===== src/rtl/core/glcd_pkg.sv =====
// Shared types and constants for the dual-half graphic LCD controller.
package glcd_pkg;

    // Bus access kinds
    typedef enum logic [1:0] {
        OP_INSTR  = 2'd0,
        OP_WRITE  = 2'd1,
        OP_READ   = 2'd2,
        OP_STATUS = 2'd3
    } op_t;

    // Instruction bytes and the masks that pick out their opcode bits
    localparam logic [7:0] INSTR_PAGE   = 8'hB8;
    localparam logic [7:0] INSTR_COLUMN = 8'h40;
    localparam logic [7:0] INSTR_ON     = 8'h3F;
    localparam logic [7:0] INSTR_OFF    = 8'h3E;
    localparam logic [7:0] PAGE_MASK    = 8'hF8;
    localparam logic [7:0] COLUMN_MASK  = 8'hC0;

    // Status byte bit that reports display off
    localparam int STATUS_OFF_BIT = 5;

    // Sequencer states, one-hot
    typedef enum logic [2:0] {
        S_IDLE = 3'b001,
        S_LOAD = 3'b010,
        S_OUT  = 3'b100
    } state_t;

    // Commands from the sequencer to the datapath
    typedef struct packed {
        logic exec;   // execute the accepted request, capture the result
        logic load;   // reload the read latches from RAM read data
    } cmd_t;

endpackage


===== src/rtl/core/glcd_ctrl.sv =====
// Sequencer: request handshake and datapath command generation.
module glcd_ctrl (
    input  logic                clk,
    input  logic                rst_n,
    input  logic                in_valid,
    output logic                in_stall,
    input  logic [1:0]          op,
    output logic                out_valid,
    input  logic                out_stall,
    output glcd_pkg::cmd_t      cmd
);

    glcd_pkg::state_t state_reg;
    glcd_pkg::state_t state_next;
    logic             in_accept;
    logic             out_accept;

    // Handshake
    assign in_stall   = (state_reg != glcd_pkg::S_IDLE);
    assign out_valid  = (state_reg == glcd_pkg::S_OUT);
    assign in_accept  = in_valid && !in_stall;
    assign out_accept = out_valid && !out_stall;

    assign cmd.exec = in_accept;
    assign cmd.load = (state_reg == glcd_pkg::S_LOAD);

    // Next state
    always_comb
    begin
        state_next = state_reg;
        case (state_reg)
            glcd_pkg::S_IDLE:
            begin
                if (in_accept)
                begin
                    if (op == glcd_pkg::OP_READ)
                        state_next = glcd_pkg::S_LOAD;
                    else
                        state_next = glcd_pkg::S_OUT;
                end
            end
            glcd_pkg::S_LOAD:
                state_next = glcd_pkg::S_OUT;
            glcd_pkg::S_OUT:
            begin
                if (out_accept)
                    state_next = glcd_pkg::S_IDLE;
            end
            default:
                state_next = glcd_pkg::S_IDLE;
        endcase
    end

    always_ff @(posedge clk or negedge rst_n)
    begin
        if (!rst_n)
            state_reg <= glcd_pkg::S_IDLE;
        else
            state_reg <= state_next;
    end

    // A data read always reloads the latch before its result is presented
    a_read_loads: assert property (@(posedge clk) disable iff (!rst_n)
        (in_accept && op == glcd_pkg::OP_READ) |=> (cmd.load && !out_valid))
        else $error("data read did not reload the latch");

    // Other requests present their result in the next cycle
    a_other_out: assert property (@(posedge clk) disable iff (!rst_n)
        (in_accept && op != glcd_pkg::OP_READ) |=> (out_valid && !cmd.load))
        else $error("result not presented after request");

    // No new request while a result is pending or the latch reloads
    a_one_at_a_time: assert property (@(posedge clk) disable iff (!rst_n)
        (out_valid || cmd.load) |-> !cmd.exec)
        else $error("request accepted while busy");

    // A taken result frees the input side
    a_out_release: assert property (@(posedge clk) disable iff (!rst_n)
        out_accept |=> (!out_valid && !in_stall))
        else $error("block stayed busy after result was taken");

endmodule


===== config.mk =====
export PLATFORM = sky130hd
export DESIGN_NAME = glcd_ctrl
export DESIGN_NICKNAME = d
export VERILOG_FILES = /design/src/rtl/core/glcd_pkg.sv /design/src/rtl/core/glcd_ctrl.sv
export SDC_FILE = /design/constraint.sdc
export NUM_CORES = 1
export LEC_CHECK = 0
export BUFFER_PORTS_ARGS = -buffer_cell sky130_fd_sc_hd__buf_2
export CORE_AREA = 2 2 39 41
export DETAILED_ROUTE_END_ITERATION = 8
export DIE_AREA = 0 0 41 43
export PLACE_DENSITY_LB_ADDON = 0.1
export SLEW_MARGIN = 10
export SYNTH_ARGS = -nofsm -noshare
export SYNTH_HDL_FRONTEND = slang
export SYNTH_SLANG_ARGS = --single-unit

===== constraint.sdc =====
create_clock -name clk -period 2.6 [get_ports clk]
set_clock_uncertainty 0.05 [all_clocks]
set_input_delay 0 -clock clk [delete_from_list [all_inputs] [get_ports clk]]
set_output_delay 0 -clock clk [all_outputs]
set_load 0.01 [all_outputs]

## After elaboration in Yosys (flattened, before gate mapping)

Cells that the tools add are included.

- Add/sub/neg operators: 0
- Multiply operators: 0
- Divide/modulo/power cells: 0
- $lt $le $gt $ge: 0
- Equality and inequality tests: 7
- Shift-type cells: 0
- Muxes and demuxes: 4
- Bitwise logic cells: 0
- Reductions and logical operators: 5

Operators with widths:

| operator | number |
|---|---|
| 2-to-1 mux 3 bit | 3 |
| case mux 3 bit (3 select lines) | 1 |
| == test 3 x 1 -> 1 bit (second input constant) | 1 |
| == test 3 x 2 -> 1 bit (second input constant) | 1 |
| == test 3 bit (second input constant) | 1 |
| inequality test 3 x 1 -> 1 bit (second input constant) | 1 |
| == test 2 bit (second input constant) | 1 |
| logical AND 1 bit | 2 |
| logical NOT 1 bit | 2 |
| inequality test 2 x 1 -> 1 bit (second input constant) | 1 |
| inequality test 2 bit (second input constant) | 1 |
| AND reduction 2 bit | 1 |

- Register bits: 3
- Latch bits: 0
- Bits in writable memories: 0
- Bits in read-only memories: 0
- Bits of input ports: 6
- Output and inout port bits: 4
- Logic and storage cells: 17
- Memories kept: 0

## Logic depth before layout (Yosys ltp)

- Depth in word-level cells: 5
- Depth in mapped cells: 2
- Mapped depth without buffers: 2

## Least setup slack after synthesis

OpenSTA, ideal clock, no wires.

- Path type: register to register
- Start: register state_reg[0]
- End: register state_reg[1]
- Setup time: 0.081 ns
- Arrival time: 1.095 ns
- Data required time: 2.469 ns
- Slack: 1.374 ns
- Cell stages (with the launch flop): 3
- Buffers on the path: 0
- Period minus slack after synthesis: 1.226 ns
- Path through: dfstp_2 or3b_1 nor3_2

- Cells in the longest elaborated chain, start to end: 5
- Elaborated cells between the ends (all ways): 11
- Those cells by class: eq/ne: 6; mux: 1; reduce/logical: 4

RTL lines:

| what | RTL line | RTL |
|---|---|---|
| from (decl) | glcd_ctrl.sv:13 | `glcd_pkg::state_t state_reg;` |
| from (signal assigned) | glcd_ctrl.sv:57 | `state_reg <= glcd_pkg::S_IDLE;` |
| from (signal assigned) | glcd_ctrl.sv:59 | `state_reg <= state_next;` |
| inequality test 3 x 1 -> 1 bit | glcd_ctrl.sv:19 | `assign in_stall = (state_reg != glcd_pkg::S_IDLE);` |
| net in_stall | glcd_ctrl.sv:6 | `output logic in_stall,` |
| logical NOT 1 bit | glcd_ctrl.sv:21 | `assign in_accept = in_valid && !in_stall;` |
| logical AND 1 bit | glcd_ctrl.sv:21 |  |
| inequality test 2 bit (no line) | - |  |
| AND reduction 2 bit (no line) | - |  |

The timed path passes the listed nets, and every way through them passes these cells.
A chain may end at the register's enable or synchronous reset.

## Worst setup path in the final report

- Start: register state_reg[0]
- End: register state_reg[1]

- Cells in the longest elaborated chain, start to end: 5
- Elaborated cells between the ends (all ways): 11
- Those cells by class: eq/ne: 6; mux: 1; reduce/logical: 4

RTL lines:

| what | RTL line |
|---|---|
| inequality test 3 x 1 -> 1 bit | glcd_ctrl.sv:19 |
| logical NOT 1 bit | glcd_ctrl.sv:21 |
| logical AND 1 bit | glcd_ctrl.sv:21 |
| inequality test 2 bit (no line) | - |
| AND reduction 2 bit (no line) | - |

Several ways; a longest one is shown, not always the timed one.

==> impl_metrics.env <==
export IMPL_status="completed"
export IMPL_die_area_mm2=0.00176
export IMPL_synth_area_per_cell_um2=11.9
export IMPL_worst_slew_pin_slew_ps=361
export IMPL_nets=36
export IMPL_post_route_min_period_ps=1740
export IMPL_p_leak_uw=0.000141
export IMPL_critPathKind="reg2reg"
export IMPL_ir_drop_mv=0.153
export IMPL_dieHeight_um=43
export IMPL_dp_hpwl_um=322
export IMPL_ant_nets=0
export IMPL_rr_worst_depth=3
export IMPL_crit_path_end_kind="flop"
export IMPL_syn_area_um2=166
export IMPL_setup_tns_ps=0
export IMPL_synth_cells=14
export IMPL_io_buffers=9
export IMPL_cts_buffers_inserted=3
export IMPL_nFillCells=162
export IMPL_syn_nets=20
export IMPL_cap_violations=0
export IMPL_fmax_mhz=574
export IMPL_r2r_end="state_reg[1]"
export IMPL_critPathLaunchType="flop"
export IMPL_r2r_slack_ps=860
export IMPL_ys_types=11
export IMPL_firstDrtPassIters=2
export IMPL_num_antenna_cells=0
export IMPL_timing_critical_path_to="state_reg[1]"
export IMPL_num_vias=164
export IMPL_fin_crit_sh=0.670
export IMPL_num_io_pins=10
export IMPL_grt_max_degree=6
export IMPL_worstPathArrival_ps=1860
export IMPL_core_mm2=0.00138
export IMPL_seq_area_frac_synth=0.459
export IMPL_largest_register_ffs=3
export IMPL_cts_path_max_buffers=2
export IMPL_grt_overflow_total=0
export IMPL_relSlewSlack=0.759
export IMPL_yosysWarnings=0
export IMPL_r2r_start="state_reg[0]"
export IMPL_powerDensity_mw_per_mm2=802
export IMPL_die_x_um=41
export IMPL_antenna_found_initial=0
export IMPL_finalMaxSlewViolations=0
export IMPL_critPathLaunch="state_reg[0]"
export IMPL_drc=0
export IMPL_gp_congestion=0.558
export IMPL_cp_max_fo=5
export IMPL_via_per_inst=3.64
export IMPL_ys_ff_latch=3
export IMPL_finalSetupViolCount=0
export IMPL_clk_pin_slew_worst_paths_ps=40
export IMPL_hold_violations=0
export IMPL_drt_wirelength_per_cell_um=8.67
export IMPL_hold_buffers=3
export IMPL_mostFrequentLayoutCells="9 x buf_2, 3 x clkbuf_4, 3 x dlygate4sd3_1"
export IMPL_drt_initial_drc_count=1
export IMPL_rows=14
export IMPL_grtUsageTotal=0.0614
export IMPL_cts_root_buffer="clkbuf_4"
export IMPL_syn_to_final_growth_pct=68.4
export IMPL_start_util=0.120
export IMPL_post_cts_buffers=0
export IMPL_rsz0062_at_grt="no"
export IMPL_cts_tree="built"
export IMPL_ctsResizeCount=0
export IMPL_insertion_delay_ps=230
export IMPL_grt_pass1_vias=178
export IMPL_layout_commonest_cell="buf_2"
export IMPL_drt_wl_total_um=390
export IMPL_required_ps=2720
export IMPL_holdCritPathClass="in2async"
export IMPL_clock_sinks=3
export IMPL_drive_gt1_frac=0.552
export IMPL_hold_ws_ps=50.4
export IMPL_cts_htree_levels=1
export IMPL_grt_pass1_wl_um=641
[layer usage]
layer | vias up | part of all wire | track usage
li1 | 83 | - | -
met5 | - | 0 | 0
met3 | 0 | 0.044 | 0.0157
met4 | 0 | 0 | 0.100
met1 | 76 | 0.36 | 0.0453
met2 | 5 | 0.59 | 0.0906
[final cells by class]
type / instances / area [um^2] / share of cell area
sequential: 3 / 76.3 / 0.272
timing repair buffer: 12 / 75.1 / 0.268
inverter: 1 / 3.75 / 0.0134
multi-input combinational: 9 / 78.8 / 0.281
clock buffer: 4 / 26.3 / 0.0937
tap: 16 / 20.0 / 0.0714
[Yosys cell counts]
master | instances | area [um^2]
nor3_1 | 1 | 5.00
dfrtp_1 | 2 | 50.1
nor3b_1 | 2 | 15.0
nor3_2 | 1 | 10.0
inv_1 | 1 | 3.75
dfstp_2 | 1 | 26.3
nand2b_1 | 1 | 6.26
a211o_1 | 1 | 8.76
and4bb_2 | 2 | 25.0
or3b_1 | 1 | 8.76
buf_4 | 1 | 7.51
[metrics by stage]
| step | total power [uW] | utilization | cells | worst slack [ps] | area (um^2) |
|---|---|---|---|---|---|
| 5_1_grt | 241 | 0.203 | 45 | 779 | 280 |
| 3_5_place_dp | 143 | 0.162 | 38 | 1380 | 224 |
| 3_3_place_gp | 144 | 0.162 | 38 | 1380 | 224 |
| 4_1_cts | 233 | 0.203 | 45 | 843 | 280 |
| 2_1_floorplan | 122 | - | 14 | 1370 | 166 |
| 6_report | 225 | 0.203 | 45 | 858 | 280 |
[worst max-delay path: stages (launching register included)]
cell	delay [ps]
dfstp_2	540
or3b_1	390
nor3_2	150
dlygate4sd3_1	550
[how the worst min path moves through the flow]
stage	startpoint	endpoint	slack, ps
floorplan	rst_n	state_reg[1]	-350
global placement	rst_n	state_reg[2]	-250
detailed placement	rst_n	state_reg[2]	-250
CTS	rst_n	state_reg[1]	40
global route	rst_n	state_reg[2]	80
finish	rst_n	state_reg[1]	50
[power by group]
| part | internal, uW | leakage [uW] | switching, uW |
|---|---|---|---|
| Sequential | 63.5 | 0.0000372 | 11.4 |
| Combinational | 38.3 | 0.0000892 | 30.4 |
| Clock | 57.5 | 0.0000150 | 23.6 |
[logic make-up after synthesis]
kind of cell           synth area share
buffers and inverters            0.0677
AOI/OAI and AO/OA                0.0526
DFF                               0.459
and+or+nand+nor                   0.421
Note: power is estimated with default switching activity, not from simulation.
